**src/design/itl_pkg.sv**
```systemverilog
// Shared types and constants for the IGBT temperature linearizer.
// Depends on nothing; imported by igbt_temperature_linearizer.
`default_nettype none

package itl_pkg;

    localparam int SEG_COUNT = 26;
    localparam int SEG_W     = 5;
    localparam int DELTA_W   = 10;   // widest segment is 582 counts

    localparam logic [15:0] TOP_READING  = 16'd26702;
    localparam logic [15:0] FLAT_READING = 16'd16245;
    localparam logic [15:0] MAX_SEG_SPAN = 16'd582;

    localparam logic signed [7:0] TOP_TEMP    = 8'sd100;
    localparam logic signed [7:0] FLAT_TEMP   = -8'sd35;
    localparam logic signed [7:0] BELOW_RANGE = -8'sd124;
    localparam logic signed [7:0] LOWEST_BASE = -8'sd30;
    localparam logic [7:0]        DEG_PER_SEG = 8'd5;

    // Ascending breakpoints, 5 degrees apart
    localparam logic [15:0] KNOTS [SEG_COUNT+1] = '{
        16'd16308, 16'd16387, 16'd16487, 16'd16609, 16'd16759, 16'd16938, 16'd17151,
        16'd17400, 16'd17688, 16'd18017, 16'd18387, 16'd18797, 16'd19247, 16'd19733,
        16'd20250, 16'd20793, 16'd21357, 16'd21933, 16'd22515, 16'd23097, 16'd23671,
        16'd24232, 16'd24775, 16'd25296, 16'd25792, 16'd26261, 16'd26702
    };

    typedef enum logic [1:0] {
        CLS_LINEAR,
        CLS_TOP,
        CLS_FLAT,
        CLS_BELOW
    } range_class_t;

endpackage

`default_nettype wire

```
**src/design/igbt_temperature_linearizer.sv**
```systemverilog
// IGBT temperature linearizer: raw sensor word to whole degrees Celsius.
// Depends on itl_pkg (breakpoints, range classes, output constants).
`default_nettype none

// One result word per input word, one word per cycle sustained while temp_stall
// is low. The segment search lands with the word in the s1 register; breakpoint
// subtract and slope lookup fill s2, the slope multiply fills s3, and truncation
// fills the output register that drives temp_valid. Each stage moves whenever
// the one after it is empty or moving, so a stall on the output fills the pipe
// before raw_stall rises and nothing is dropped or repeated. Readings above
// 26702 give 100, 16246..16308 give -35, 16245 and below give -124. Slopes are
// 5/span rounded to SLOPE_FRACTION_BITS fraction bits.
module igbt_temperature_linearizer #(
    parameter int SLOPE_FRACTION_BITS = 24
) (
    input  wire logic              clk,
    input  wire logic              rst_n,
    input  wire logic              raw_valid,
    output logic                   raw_stall,
    input  wire logic [15:0]       raw_reading,
    output logic                   temp_valid,
    input  wire logic              temp_stall,
    output logic signed [7:0]      temperature_c
);
    import itl_pkg::*;

    localparam int F       = SLOPE_FRACTION_BITS;
    localparam int SLOPE_W = F - 2;              // 5/79 < 1/8
    localparam int FRAC_W  = SLOPE_W + DELTA_W;  // product stays below 8.0
    localparam int INT_W   = FRAC_W - F;

    localparam logic [SLOPE_W-1:0] SLOPE [SEG_COUNT] = '{
        SLOPE_W'(((64'd5 << F) + 64'd39)  / 64'd79),
        SLOPE_W'(((64'd5 << F) + 64'd50)  / 64'd100),
        SLOPE_W'(((64'd5 << F) + 64'd61)  / 64'd122),
        SLOPE_W'(((64'd5 << F) + 64'd75)  / 64'd150),
        SLOPE_W'(((64'd5 << F) + 64'd89)  / 64'd179),
        SLOPE_W'(((64'd5 << F) + 64'd106) / 64'd213),
        SLOPE_W'(((64'd5 << F) + 64'd124) / 64'd249),
        SLOPE_W'(((64'd5 << F) + 64'd144) / 64'd288),
        SLOPE_W'(((64'd5 << F) + 64'd164) / 64'd329),
        SLOPE_W'(((64'd5 << F) + 64'd185) / 64'd370),
        SLOPE_W'(((64'd5 << F) + 64'd205) / 64'd410),
        SLOPE_W'(((64'd5 << F) + 64'd225) / 64'd450),
        SLOPE_W'(((64'd5 << F) + 64'd243) / 64'd486),
        SLOPE_W'(((64'd5 << F) + 64'd258) / 64'd517),
        SLOPE_W'(((64'd5 << F) + 64'd271) / 64'd543),
        SLOPE_W'(((64'd5 << F) + 64'd282) / 64'd564),
        SLOPE_W'(((64'd5 << F) + 64'd288) / 64'd576),
        SLOPE_W'(((64'd5 << F) + 64'd291) / 64'd582),
        SLOPE_W'(((64'd5 << F) + 64'd291) / 64'd582),
        SLOPE_W'(((64'd5 << F) + 64'd287) / 64'd574),
        SLOPE_W'(((64'd5 << F) + 64'd280) / 64'd561),
        SLOPE_W'(((64'd5 << F) + 64'd271) / 64'd543),
        SLOPE_W'(((64'd5 << F) + 64'd260) / 64'd521),
        SLOPE_W'(((64'd5 << F) + 64'd248) / 64'd496),
        SLOPE_W'(((64'd5 << F) + 64'd234) / 64'd469),
        SLOPE_W'(((64'd5 << F) + 64'd220) / 64'd441)
    };

    // stage registers
    logic                      s1_valid_reg, s2_valid_reg, s3_valid_reg, out_valid_reg;
    range_class_t              s1_cls_reg, s2_cls_reg, s3_cls_reg;
    logic [15:0]               s1_raw_reg;
    logic [SEG_W-1:0]          s1_seg_reg;
    logic [DELTA_W-1:0]        s2_delta_reg;
    logic [SLOPE_W-1:0]        s2_slope_reg;
    logic signed [7:0]         s2_base_reg, s3_base_reg;
    logic [FRAC_W-1:0]         s3_frac_reg;
    logic signed [7:0]         out_temp_reg;

    logic                      s1_rdy, s2_rdy, s3_rdy, out_rdy;
    range_class_t              s1_cls_next;
    logic [SEG_W-1:0]          s1_seg_next;
    logic [15:0]               s2_diff;
    logic [DELTA_W-1:0]        s2_delta_next;
    logic signed [7:0]         s2_base_next;
    logic [FRAC_W-1:0]         s3_frac_next;
    logic [INT_W-1:0]          frac_int;
    logic [F-1:0]              frac_rem;
    logic signed [8:0]         lin_sum;
    logic signed [8:0]         lin_trunc;
    logic signed [7:0]         out_temp_next;

    assign out_rdy   = !out_valid_reg || !temp_stall;
    assign s3_rdy    = !s3_valid_reg || out_rdy;
    assign s2_rdy    = !s2_valid_reg || s3_rdy;
    assign s1_rdy    = !s1_valid_reg || s2_rdy;
    assign raw_stall = !s1_rdy;

    // stage 1: range class and segment search
    always_comb
    begin
        priority if (raw_reading > TOP_READING)
            s1_cls_next = CLS_TOP;
        else if (raw_reading <= FLAT_READING)
            s1_cls_next = CLS_BELOW;
        else if (raw_reading <= KNOTS[0])
            s1_cls_next = CLS_FLAT;
        else
            s1_cls_next = CLS_LINEAR;

        s1_seg_next = '0;
        for (int i = 1; i < SEG_COUNT; i++)
        begin
            if (raw_reading > KNOTS[i])
                s1_seg_next = SEG_W'(i);
        end
    end

    // stage 2: offset into segment, slope and base temperature
    always_comb
    begin
        s2_diff       = s1_raw_reg - KNOTS[s1_seg_reg];
        s2_delta_next = s2_diff[DELTA_W-1:0];
        s2_base_next  = LOWEST_BASE + signed'(8'(DEG_PER_SEG * 8'(s1_seg_reg)));
    end

    // stage 3: slope multiply
    assign s3_frac_next = FRAC_W'(s2_slope_reg) * FRAC_W'(s2_delta_reg);

    // stage 4: truncate toward zero and pick the result
    always_comb
    begin
        frac_int  = s3_frac_reg[FRAC_W-1:F];
        frac_rem  = s3_frac_reg[F-1:0];
        lin_sum   = 9'(s3_base_reg) + signed'({1'b0, frac_int});
        // negative total with a fraction rounds up toward zero
        if (lin_sum < 0 && frac_rem != '0)
            lin_trunc = lin_sum + 9'sd1;
        else
            lin_trunc = lin_sum;

        unique case (s3_cls_reg)
            CLS_TOP:    out_temp_next = TOP_TEMP;
            CLS_FLAT:   out_temp_next = FLAT_TEMP;
            CLS_BELOW:  out_temp_next = BELOW_RANGE;
            CLS_LINEAR: out_temp_next = lin_trunc[7:0];
            default:    out_temp_next = BELOW_RANGE;
        endcase
    end

    always_ff @(posedge clk or negedge rst_n)
    begin
        if (!rst_n)
        begin
            s1_valid_reg  <= 1'b0;
            s2_valid_reg  <= 1'b0;
            s3_valid_reg  <= 1'b0;
            out_valid_reg <= 1'b0;
        end
        else
        begin
            if (s1_rdy)
                s1_valid_reg <= raw_valid;
            if (s2_rdy)
                s2_valid_reg <= s1_valid_reg;
            if (s3_rdy)
                s3_valid_reg <= s2_valid_reg;
            if (out_rdy)
                out_valid_reg <= s3_valid_reg;
        end
    end

    always_ff @(posedge clk)
    begin
        if (s1_rdy && raw_valid)
        begin
            s1_raw_reg <= raw_reading;
            s1_cls_reg <= s1_cls_next;
            s1_seg_reg <= s1_seg_next;
        end
        if (s2_rdy && s1_valid_reg)
        begin
            s2_cls_reg   <= s1_cls_reg;
            s2_delta_reg <= s2_delta_next;
            s2_slope_reg <= SLOPE[s1_seg_reg];
            s2_base_reg  <= s2_base_next;
        end
        if (s3_rdy && s2_valid_reg)
        begin
            s3_cls_reg  <= s2_cls_reg;
            s3_frac_reg <= s3_frac_next;
            s3_base_reg <= s2_base_reg;
        end
        if (out_rdy && s3_valid_reg)
            out_temp_reg <= out_temp_next;
    end

    assign temp_valid    = out_valid_reg;
    assign temperature_c = out_temp_reg;

`ifndef SYNTH
    // a linear word sits above the breakpoint of its segment
    a_seg_below_raw: assert property (@(posedge clk) disable iff (!rst_n)
        s1_valid_reg && s1_cls_reg == CLS_LINEAR |-> s1_raw_reg > KNOTS[s1_seg_reg])
        else $error("segment breakpoint not below reading");

    // offset never exceeds the widest segment
    a_delta_span: assert property (@(posedge clk) disable iff (!rst_n)
        s2_valid_reg && s2_cls_reg == CLS_LINEAR |-> {6'd0, s2_delta_reg} <= MAX_SEG_SPAN)
        else $error("segment offset out of span");

    // results stay in the table range or carry the below-range marker
    a_out_range: assert property (@(posedge clk) disable iff (!rst_n)
        temp_valid |-> (temperature_c >= FLAT_TEMP && temperature_c <= TOP_TEMP)
                       || temperature_c == BELOW_RANGE)
        else $error("temperature out of range");

    // input backs up only when every stage is occupied
    a_stall_full: assert property (@(posedge clk) disable iff (!rst_n)
        raw_stall |-> s1_valid_reg && s2_valid_reg && s3_valid_reg && out_valid_reg)
        else $error("input stalled with a free stage");
`endif

endmodule

`default_nettype wire
```
**config.mk**
```make
export PLATFORM = sky130hd
export DESIGN_NAME = igbt_temperature_linearizer
export DESIGN_NICKNAME = d
export VERILOG_FILES = /design/src/design/itl_pkg.sv /design/src/design/igbt_temperature_linearizer.sv
export SDC_FILE = /design/constraint.sdc
export NUM_CORES = 1
export LEC_CHECK = 0
export ABC_AREA = 1
export ABC_CLOCK_PERIOD_IN_PS = 6350
export BUFFER_PORTS_ARGS = -buffer_cell sky130_fd_sc_hd__buf_2
export CORE_MARGIN = 2
export CORE_UTILIZATION = 30
export DETAILED_ROUTE_END_ITERATION = 8
export SLEW_MARGIN = 20
export SYNTH_ARGS = -nofsm -noshare
export SYNTH_HDL_FRONTEND = slang
export SYNTH_SLANG_ARGS = --single-unit
```
**constraint.sdc**
```tcl
create_clock -name clk -period 6.35 [get_ports clk]
set_input_delay 1.27 -clock clk [delete_from_list [all_inputs] [get_ports clk]]
set_output_delay 1.27 -clock clk [all_outputs]
set_load 0.05 [all_outputs]
```
==> results by group, run 1 <==
Yosys
  • Synth top cells by count: nand2_1 (386), inv_1 (312), fa_1 (153)
  • Synth cell types: 60
  • Mapped Cells: 1608
  • Post-synth ARST share: 3.57%
  • Syn nets: 1892
  • Synth Area per Inst: between 8 and 9 um^2
  • Largest family of logic cells by synthesized area: adder cells
  • Post-synthesis xor/xnor area fraction: 3.33%
  • Sequential share of the synthesized area: 24.9%
  • Count leader, synth: nand2_1
  • Synth Area in Adders: between 30% and 40%
  • Main flop type after synthesis: edfxtp_1
  • Top-area cell type share of the netlist area: 24.1%
  • Simple-Gate Fraction of Synth Area: 17.8%
  • YS warnings: 0
  • Mapped cell area: 0.0134 mm^2
  • Post-synth EDFFs: approximately 110
  • Post-synthesis register bit count: approximately 110
  • Synth Area in Compound Gates: 10.1%
  • Top cells by area, synth: edfxtp_1 (24%), fa_1 (23%), nand2_1 (11%), ha_1 (10%), inv_1 (8.7%)
  • Multiplexer share of the synthesized area: 0%
  • Synth area leader: edfxtp_1

Critical path
  • CP peak stage delay: 0.56 ns
  • Worst r2r src: s2_slope_reg[5]
  • Crit path capture type: register
  • Type of origin of the critical path: register
  • CP dominant cell by count: inv_1
  • Crit path max-delay cell type: edfxtp_1
  • Reg2Reg Depth: 23
  • Crit Path Max Fanout: 10
  • Reg-to-Reg End: s3_frac_reg[31]
  • Worst Path Arrival: 6.04 ns
  • R2r setup slk: 0.44 ns
  • WP data required: around 6.5 ns
  • CP Cell Sequence: nand2_1, fa_1, fa_1, fa_1, fa_1, inv_1, fa_1, ha_1, a21oi_1, inv_1, a21oi_1, inv_1, a21oi_2, inv_1, nand2_1, nand2_1, a21oi_2, inv_1, a21oi_1, o21ai_1, inv_1, o221ai_1, xor2_1
  • Setup CP Type: reg -> reg

GRT
  • Initial antenna violation count: 0
  • Vias in the first global route: 10700
  • Largest net degree at the start of global routing: 43
  • First-pass GRT wire length: 57100 um
  • Gr usage total: 15.4%
  • Total grt overflow: 0

Layout
  • Area delta synth->final: 8.19%
  • Largest register FFs: 32
  • Share of layout cells above drive strength 1: under 10%
  • Nets: 1892
  • N_diodes: 0
  • Post-route insts no fill: 2205

Placement
  • Worst slack at placement: just over 0.3 ns
  • Hpwl dp: around 28000 um
  • IO Port Bufs: 29
  • Placed cells: 2185
  • Gpl congestion: between 0.9 and 1

Hold path
  • Worst Hold Class: reg -> reg
  • Hold Crit Endpoint: s3_base_reg[7]
  • Hold-critical path depth: 0
  • Hold Crit Start: s2_base_reg[7]

Floorplan
  • Site row count: 77
  • Die Y-Extent: 216 um
  • Die W: around 220 um
  • Core area: about 0.044 mm^2
  • Die area: 0.0465 mm^2
  • Io pins: 30
  • Starting density of the core: 30.4%

STA
  • Final cycle utilization of the critical path: just over 90%
  • Setup Skew: 0.0166 ns
  • Fmax: 169 MHz
  • RSZ-0062 raised after global routing: no
  • Final hold vios: 0
  • Max Transition Viols Final: 0
  • Worst-margin pin slew: ~0.91 ns
  • Max_slew headroom: 39.4%
  • Final worst slack: roughly 0.44 ns
  • Fin Setup TNS: 0 ns
  • Final setup viols: 0
  • Minimum clock period: 5.91 ns

CTS
  • CTS sink cnt: approximately 110
  • Clk pin slew, worst setup/hold paths: 0.09 ns
  • Clock Path Buffers: 2
  • # hold bufs at CTS: 0
  • CTS root buf: clkbuf_16
  • Worst-skew pair later-pin latency: 0.38 ns
  • H-tree level count: 3
  • CTS Buf Count: 9
  • CTS tree: yes

Route
  • Drt pass-1 iters: 5
  • Via Count: about 11000
  • Final WL: approximately 35000 um
  • Wire per inst: 15.8 um
  • 1st-iter DRT viols: 996
  • Vias per cell: around 4.8
  • DRC: 0
  • Antenna Nets Post-Route: 0

Status
  • Status: complete, no violations

Job
  • Max-Cap Viols: 0
metrics by stage:
| step | hold slack [ns] | instance area, um^2 | util (%) |
|---|---|---|---|
| detailed placement | 0.405 | 14200 | 32.1 |
| CTS | 0.432 | 14500 | 32.8 |
| global placement | 0.405 | 14200 | 32.1 |
| global route | 0.444 | 14500 | 32.9 |
| floorplan | 0.400 | 13400 | - |
| finish | 0.426 | 14500 | 32.9 |
area by class of cell:
type	count	area (um^2)
clock inverter	7	76.3
clock buffer	9	225
sequential	112	3340
inverter	318	1200
fill	4587	29700
multi-input combinational	1120	8660
tap	592	741
timing repair buffer	47	293
kinds of logic (layout without fill, tap and decap cells):
| family | Yosys count | after routing |
|---|---|---|
| and+or+nand+nor | 578 | 578 |
| buffers and inverters | 376 | 381 |
| adders and majority gates | 264 | 264 |
| AOI/OAI and AO/OA | 227 | 227 |
| DFF | 112 | 112 |
| xor gates and xnor gates | 51 | 51 |
repair_timing:
item,CTS,global route
gates resized for setup,0,0
endpoints found under the setup margin,0,2
setup buffers,0,3
critical path, delay by kind of cell (launching register included):
family          cells  cell delay, ns
simple gates        3            0.29
compound gates      7            1.31
buf+inv             6            0.42
xor+xnor            1            0.16
flops               1            0.56
fa+ha+maj           6            2.89
worst max-delay path by stage:
stage | to | start | depth (start not counted) | slack [ns]
after CTS | s3_frac_reg[31] | s2_delta_reg[4] | 25 | 0.30
after floorplan | s3_frac_reg[31] | s2_delta_reg[3] | 24 | 0.91
after global routing | s3_frac_reg[31] | s2_slope_reg[5] | 23 | 0.02
final | s3_frac_reg[31] | s2_slope_reg[5] | 23 | 0.44
after global placement | s3_frac_reg[31] | s2_delta_reg[4] | 25 | 0.42
after detailed placement | s3_frac_reg[31] | s2_delta_reg[4] | 25 | 0.31
per-layer routing:
layer / wire length, um / global-route usage (%)
met5: 0 / 0
met4: 1120 / 6.05
met3: 1610 / 1.97
met2: 15700 / 24.5
met1: 16500 / 21.3
cell usage in the layout (no fill, tap or decap), types with 17 or more instances in the layout:
| cell type | instances |
|---|---|
| buf_4 | 17 |
| nor2_1 | 91 |
| o21ai_0 | 68 |
| nand2_1 | 386 |
| xor2_1 | 36 |
| a21oi_1 | 77 |
| inv_1 | 312 |
| nor3_1 | 21 |
| fa_1 | 153 |
| edfxtp_1 | 108 |
| ha_1 | 111 |
| nand3_1 | 35 |
| buf_2 | 29 |
Power of run 1 is left out: the tool's default activity adds up to more than one toggle a clock period on the data nets, which glitch-free logic cannot reach.
==> run 2, diff against run 1 <==
--- a/config.mk
+++ b/config.mk
@@ -6,9 +6,8 @@
 export NUM_CORES = 1
 export LEC_CHECK = 0
 export ABC_AREA = 1
-export ABC_CLOCK_PERIOD_IN_PS = 6350
+export ABC_CLOCK_PERIOD_IN_PS = 7200
 export BUFFER_PORTS_ARGS = -buffer_cell sky130_fd_sc_hd__buf_2
-export CORE_MARGIN = 2
 export CORE_UTILIZATION = 30
 export DETAILED_ROUTE_END_ITERATION = 8
 export SLEW_MARGIN = 20
==> constraint.sdc (replaced) <==
create_clock -name clk -period 7.2 [get_ports clk]
set_input_delay 1.44 -clock clk [delete_from_list [all_inputs] [get_ports clk]]
set_output_delay 1.44 -clock clk [all_outputs]
set_load 0.05 [all_outputs]
==> results by group, run 2 (synthesized netlist as in run 1, its figures left out) <==
CTS
  • # hold bufs at CTS: 0 (unchanged)
  • CTS sink cnt: 112 (unchanged)
  • Post-CTS Repair Setup Buffers: 0 (unchanged)
  • Clk pin slew, worst setup/hold paths: 0.07 ns (-0.02 ns)
  • Worst-skew pair later-pin latency: 0.36 ns (-0.02 ns)
  • Post-cts sizing count: 0 (unchanged)
  • H-tree level count: 3 (unchanged)
  • CTS tree: yes
  • CTS Buf Count: 9 (unchanged)
  • Clock Path Buffers: 2 (unchanged)
  • CTS root buf: clkbuf_16

Critical path
  • Worst Path Arrival: 6.37 ns (+0.33 ns)
  • Type of origin of the critical path: register
  • Reg-to-Reg End: s3_frac_reg[31]
  • Setup CP Type: reg -> reg
  • R2r setup slk: 0.94 ns (+0.51 ns)
  • WP data required: 7.31 ns (+0.84 ns)
  • Reg2Reg Depth: 23 (unchanged)
  • Crit. Startpoint: s2_delta_reg[3]
  • Capture point of the critical path: s3_frac_reg[31]
  • Crit Path Max Fanout: 21 (+11)
  • Crit path capture type: register
  • Worst r2r src: s2_delta_reg[3]

Placement
  • Gpl congestion: 0.931 (+3.1%)
  • Placed standard-cell area: 0.0141 mm^2 (-0.48%)
  • Hpwl dp: 27800 um (-2.0%)
  • IO Port Bufs: 29 (unchanged)

Floorplan
  • Starting density of the core: 30.4% (unchanged)
  • Site row count: 77 (unchanged)
  • Die Y-Extent: 214 um (-0.93%)
  • Core area: 0.0442 mm^2 (unchanged)
  • Io pins: 30 (unchanged)
  • Die W: 214 um (-0.93%)
  • Die area: 0.0456 mm^2 (-1.8%)

Layout
  • Final Cell Area: 0.0144 mm^2 (-0.61%)
  • Area delta synth->final: 7.53%
  • Share of layout cells above drive strength 1: 5.18% (-0.71 points)
  • Most frequent cells in the layout: nand2_1 (386), inv_1 (312), fa_1 (153)
  • Commonest non-fill, non-tap cell in the layout: nand2_1
  • Largest register FFs: 32 (unchanged)
  • N_diodes: 0 (unchanged)
  • Nets: 1880 (-0.63%)
  • Layout filler cell count: 4595 (+0.17%)

STA
  • Max_slew headroom: 35.7% (-3.7 points)
  • RSZ-0062 raised after global routing: no
  • Setup Skew: 0.0107 ns (-0.00587 ns)
  • Worst-margin pin slew: 0.964 ns (+0.0548 ns)
  • Max Transition Viols Final: 0 (unchanged)
  • Fmax: 160 MHz (-5.5%)
  • Final hold vios: 0 (unchanged)
  • Fin Setup TNS: 0 ns (unchanged)
  • Minimum clock period: 6.26 ns (+0.343 ns)
  • Final setup viols: 0 (unchanged)
  • Final cycle utilization of the critical path: 86.9% (-6.2 points)

GRT
  • First-pass GRT wire length: 56100 um (-1.8%)
  • Vias in the first global route: 10700 (+0.53%)
  • Initial antenna violation count: 0 (unchanged)
  • Largest net degree at the start of global routing: 43 (unchanged)
  • Total grt overflow: 0 (unchanged)
  • Gr usage total: 15.7% (+0.27 points)

Route
  • Drt pass-1 iters: 5 (unchanged)
  • Via Count: 10600 (+0.028%)
  • Wire per inst: 15.7 um (-0.89%)
  • Antenna Nets Post-Route: 0 (unchanged)
  • DRC: 0 (unchanged)
  • 1st-iter DRT viols: 885 (-11%)
  • Vias per cell: 4.82 (+0.58%)
  • Final WL: 34400 um (-1.4%)

Job
  • Max-Cap Viols: 0 (unchanged)

Status
  • Status: complete, no violations

Hold path
  • Hold-critical path depth: 0 (unchanged)
  • Worst Hold Class: reg -> reg
-- run 2: worst min-delay path by stage --
stage	from	slack, ns	end
CTS	s2_base_reg[7]	0.43	s3_base_reg[7]
detailed placement	s2_base_reg[7]	0.40	s3_base_reg[7]
global placement	s2_base_reg[0]	0.41	s3_base_reg[0]
global route	s2_base_reg[7]	0.42	s3_base_reg[7]
floorplan	s1_cls_reg[0]	0.40	s2_cls_reg[0]
finish	s2_base_reg[7]	0.42	s3_base_reg[7]
-- run 2: worst max-delay path, cell delays in order, from the launching register on --
cell and delay, ns:
edfxtp_1 0.81, nand2_1 0.18, fa_1 0.55, fa_1 0.55
fa_1 0.45, fa_1 0.54, inv_1 0.05, fa_1 0.49
ha_1 0.37, a21oi_1 0.21, inv_1 0.07, a21oi_1 0.20
inv_1 0.09, a21oi_2 0.20, inv_1 0.08, nand2_1 0.06
nand2_1 0.08, a21oi_2 0.19, inv_1 0.06, a21oi_1 0.25
o21ai_1 0.15, inv_1 0.07, o221ai_1 0.12, xor2_1 0.16
-- run 2: area by class of cell --
cell class                 instances  area (um^2)  area share [%]
clock buffer                      13          280            1.94
clock inverter                     3         22.5           0.156
inverter                         318         1200            8.28
multi-input combinational       1120         8660            59.9
sequential                       112         3340            23.1
tap                              592          741            5.13
timing repair buffer              35          203            1.40
-- run 2: metrics by stage --
step	std cells	worst slack, ns	utilization, %	hold slack (ns)
2_1_floorplan	1608	1.76	-	0.400
3_3_place_gp	2176	1.13	31.9	0.406
3_5_place_dp	2176	0.950	31.9	0.405
4_1_cts	2192	0.954	32.6	0.425
6_report	2193	0.942	32.7	0.419
5_1_grt	2193	0.444	32.7	0.425
-- run 2: layer usage --
metal / vias to the layer above / GRT usage [%] / routed length (um)
met5: - / 0 / 0
met4: 0 / 5.84 / 997
met3: 61 / 2.08 / 1680
met2: 329 / 26.0 / 16000
met1: 5103 / 20.8 / 15700
li1: 5085 / - / -
Power of run 2 is left out for the same reason.
==> run 3, diff against run 2 <==
--- a/config.mk
+++ b/config.mk
@@ -7,9 +7,9 @@
 export LEC_CHECK = 0
 export ABC_AREA = 1
 export ABC_CLOCK_PERIOD_IN_PS = 7200
-export BUFFER_PORTS_ARGS = -buffer_cell sky130_fd_sc_hd__buf_2
 export CORE_UTILIZATION = 30
 export DETAILED_ROUTE_END_ITERATION = 8
+export DONT_BUFFER_PORTS = 1
 export SLEW_MARGIN = 20
 export SYNTH_ARGS = -nofsm -noshare
 export SYNTH_HDL_FRONTEND = slang
==> results by group, run 3 (synthesized netlist as in run 1, its figures left out) <==
CTS
  • Post-CTS Repair Setup Buffers: 0 (unchanged)
  • CTS tree: yes
  • Post-cts sizing count: 0 (unchanged)
  • CTS Buf Count: 9 (unchanged)
  • # hold bufs at CTS: 0 (unchanged)
  • H-tree level count: 3 (unchanged)
  • Clk pin slew, worst setup/hold paths: 0.08 ns (about the same)
  • Worst-skew pair later-pin latency: 0.37 ns (about the same)
  • CTS root buf: clkbuf_16
  • Clock Path Buffers: 2 (unchanged)
  • CTS sink cnt: 112 (unchanged)

GRT
  • Initial antenna violation count: 0 (unchanged)
  • Largest net degree at the start of global routing: 43 (unchanged)
  • Vias in the first global route: 10800 (+0.18%)
  • First-pass GRT wire length: 55800 um (-0.45%)
  • Total grt overflow: 0 (unchanged)
  • Gr usage total: 15.5% (-0.14 points)

Placement
  • IO Port Bufs: 0 (-100%)
  • Gpl congestion: 0.939 (+0.95%)
  • Hpwl dp: 27400 um (-1.7%)

Floorplan
  • Site row count: 77 (unchanged)
  • Starting density of the core: 30.4% (unchanged)
  • Die Y-Extent: 214 um (unchanged)
  • Io pins: 30 (unchanged)
  • Core area: 0.0442 mm^2 (unchanged)
  • Die W: 214 um (unchanged)
  • Die area: 0.0456 mm^2 (unchanged)

STA
  • Max_slew headroom: 38.0% (+2.3 points)
  • Fmax: 161 MHz (+0.77%)
  • Final hold vios: 0 (unchanged)
  • Minimum clock period: 6.21 ns (-0.0476 ns)
  • Worst-margin pin slew: 0.926 ns (-0.0378 ns)
  • Final cycle utilization of the critical path: 86.2% (-0.66 points)
  • Fin Setup TNS: 0 ns (unchanged)
  • RSZ-0062 raised after global routing: no
  • Final setup viols: 0 (unchanged)
  • Max Transition Viols Final: 0 (unchanged)
  • Setup Skew: 0.0162 ns (+0.00546 ns)

Critical path
  • Worst Path Arrival: 6.32 ns (-0.05 ns)
  • Crit Path Max Fanout: 21 (unchanged)
  • Setup CP Type: reg -> reg
  • Type of origin of the critical path: register
  • CP Buf/Inv Count: 6 (unchanged)
  • CP dominant cell by count: inv_1
  • Critical path's top delay family: adder cells
  • Reg2Reg Depth: 23 (unchanged)
  • CP Cell Sequence: nand2_1, fa_1, fa_1, fa_1, fa_1, inv_1, fa_1, ha_1, a21oi_1, inv_1, a21oi_1, inv_1, a21oi_2, inv_1, nand2_1, nand2_1, a21oi_2, inv_1, a21oi_1, o21ai_1, inv_1, o221ai_1, xor2_1
  • Crit path max-delay cell type: edfxtp_1
  • WP data required: 7.31 ns (about the same)
  • Crit path capture type: register
  • Stages on the worst setup path: 23 (unchanged)
  • CP peak stage delay: 0.84 ns (+0.03 ns)

Job
  • Max-Cap Viols: 0 (unchanged)

Layout
  • Share of layout cells above drive strength 1: 3.44% (-1.7 points)
  • Nets: 1851 (-1.5%)
  • Commonest non-fill, non-tap cell in the layout: nand2_1
  • Area delta synth->final: 6.51%
  • Area of the multi-input gates: 0.00866 mm^2 (unchanged)
  • Register Area: 0.00334 mm^2 (unchanged)
  • N_diodes: 0 (unchanged)
  • Most frequent cells in the layout: nand2_1 (386), inv_1 (312), fa_1 (153)
  • Largest register FFs: 32 (unchanged)
  • Layout filler cell count: 4563 (-0.70%)

Route
  • Wire per inst: 15.7 um (+0.31%)
  • Via Count: 10500 (-0.72%)
  • Antenna Nets Post-Route: 0 (unchanged)
  • Final WL: 34000 um (-1.0%)
  • Drt pass-1 iters: 5 (unchanged)
  • Vias per cell: 4.85 (+0.61%)
  • DRC: 0 (unchanged)
  • 1st-iter DRT viols: 884 (-0.11%)

Hold path
  • Worst Hold Class: reg -> reg
  • Hold-critical path depth: 0 (unchanged)

Status
  • Status: complete, no violations
## run 3: cell types whose count changed in the layout (fill, tap and decap cells not counted), sizes merged
cell    before  now
inv        317  319
buf         35    6
clkbuf      13   10
bufinv       0    1
## run 3: cell type report
class,count,share of cell area [%]
Clock inverter,6,0.507
Inverter,318,8.36
Tap cell,592,5.18
Timing Repair Buffer,6,0.402
Clock buffer,10,1.67
Multi-Input combinational cell,1120,60.5
Sequential cell,112,23.4
## run 3: metal layers
| metal | track usage, % | vias to the layer above | part of all wire, % |
|---|---|---|---|
| met5 | 0 | - | 0 |
| met4 | 5.79 | 0 | 3.1 |
| met3 | 2.02 | 75 | 4.5 |
| met2 | 25.9 | 314 | 47 |
| met1 | 20.4 | 5084 | 46 |
| li1 | - | 5029 | - |
## run 3: metrics by stage
step / hold slack [ns] / setup slack, ns / utilization (%) / cell area (um^2) / instances
after floorplan: 0.400 / 1.76 / - / 13400 / 1608
after global placement: 0.406 / 1.11 / 31.6 / 14000 / 2147
after global routing: 0.430 / 0.584 / 32.4 / 14300 / 2164
after CTS: 0.423 / 0.991 / 32.3 / 14300 / 2163
after detailed placement: 0.407 / 0.990 / 31.6 / 14000 / 2147
final: 0.427 / 0.990 / 32.4 / 14300 / 2164
## run 3: worst reg2reg max path, cell delays in order, from the launching register on
cell      delay, ns
edfxtp_1       0.84
nand2_1        0.18
fa_1           0.54
fa_1           0.54
fa_1           0.44
fa_1           0.54
inv_1          0.05
fa_1           0.47
ha_1           0.37
a21oi_1        0.20
inv_1          0.07
a21oi_1        0.21
inv_1          0.09
a21oi_2        0.20
inv_1          0.08
nand2_1        0.06
nand2_1        0.08
a21oi_2        0.17
inv_1          0.07
a21oi_1        0.25
o21ai_1        0.15
inv_1          0.08
o221ai_1       0.11
xor2_1         0.16
## run 3: path summary, 6_finish.rpt
check	end	startpoint	slack (ns)
max in group asynchronous	temp_valid	rst_n	6.38
worst min register to register	s3_base_reg[2]	s2_base_reg[2]	0.43
min in group asynchronous	s1_valid_reg	rst_n	0.75
worst min-delay path	s3_base_reg[2]	s2_base_reg[2]	0.43
worst max-delay path	s3_frac_reg[31]	s2_delta_reg[3]	0.99
worst max register to register	s3_frac_reg[31]	s2_delta_reg[3]	0.99
Power of run 3 is left out for the same reason.
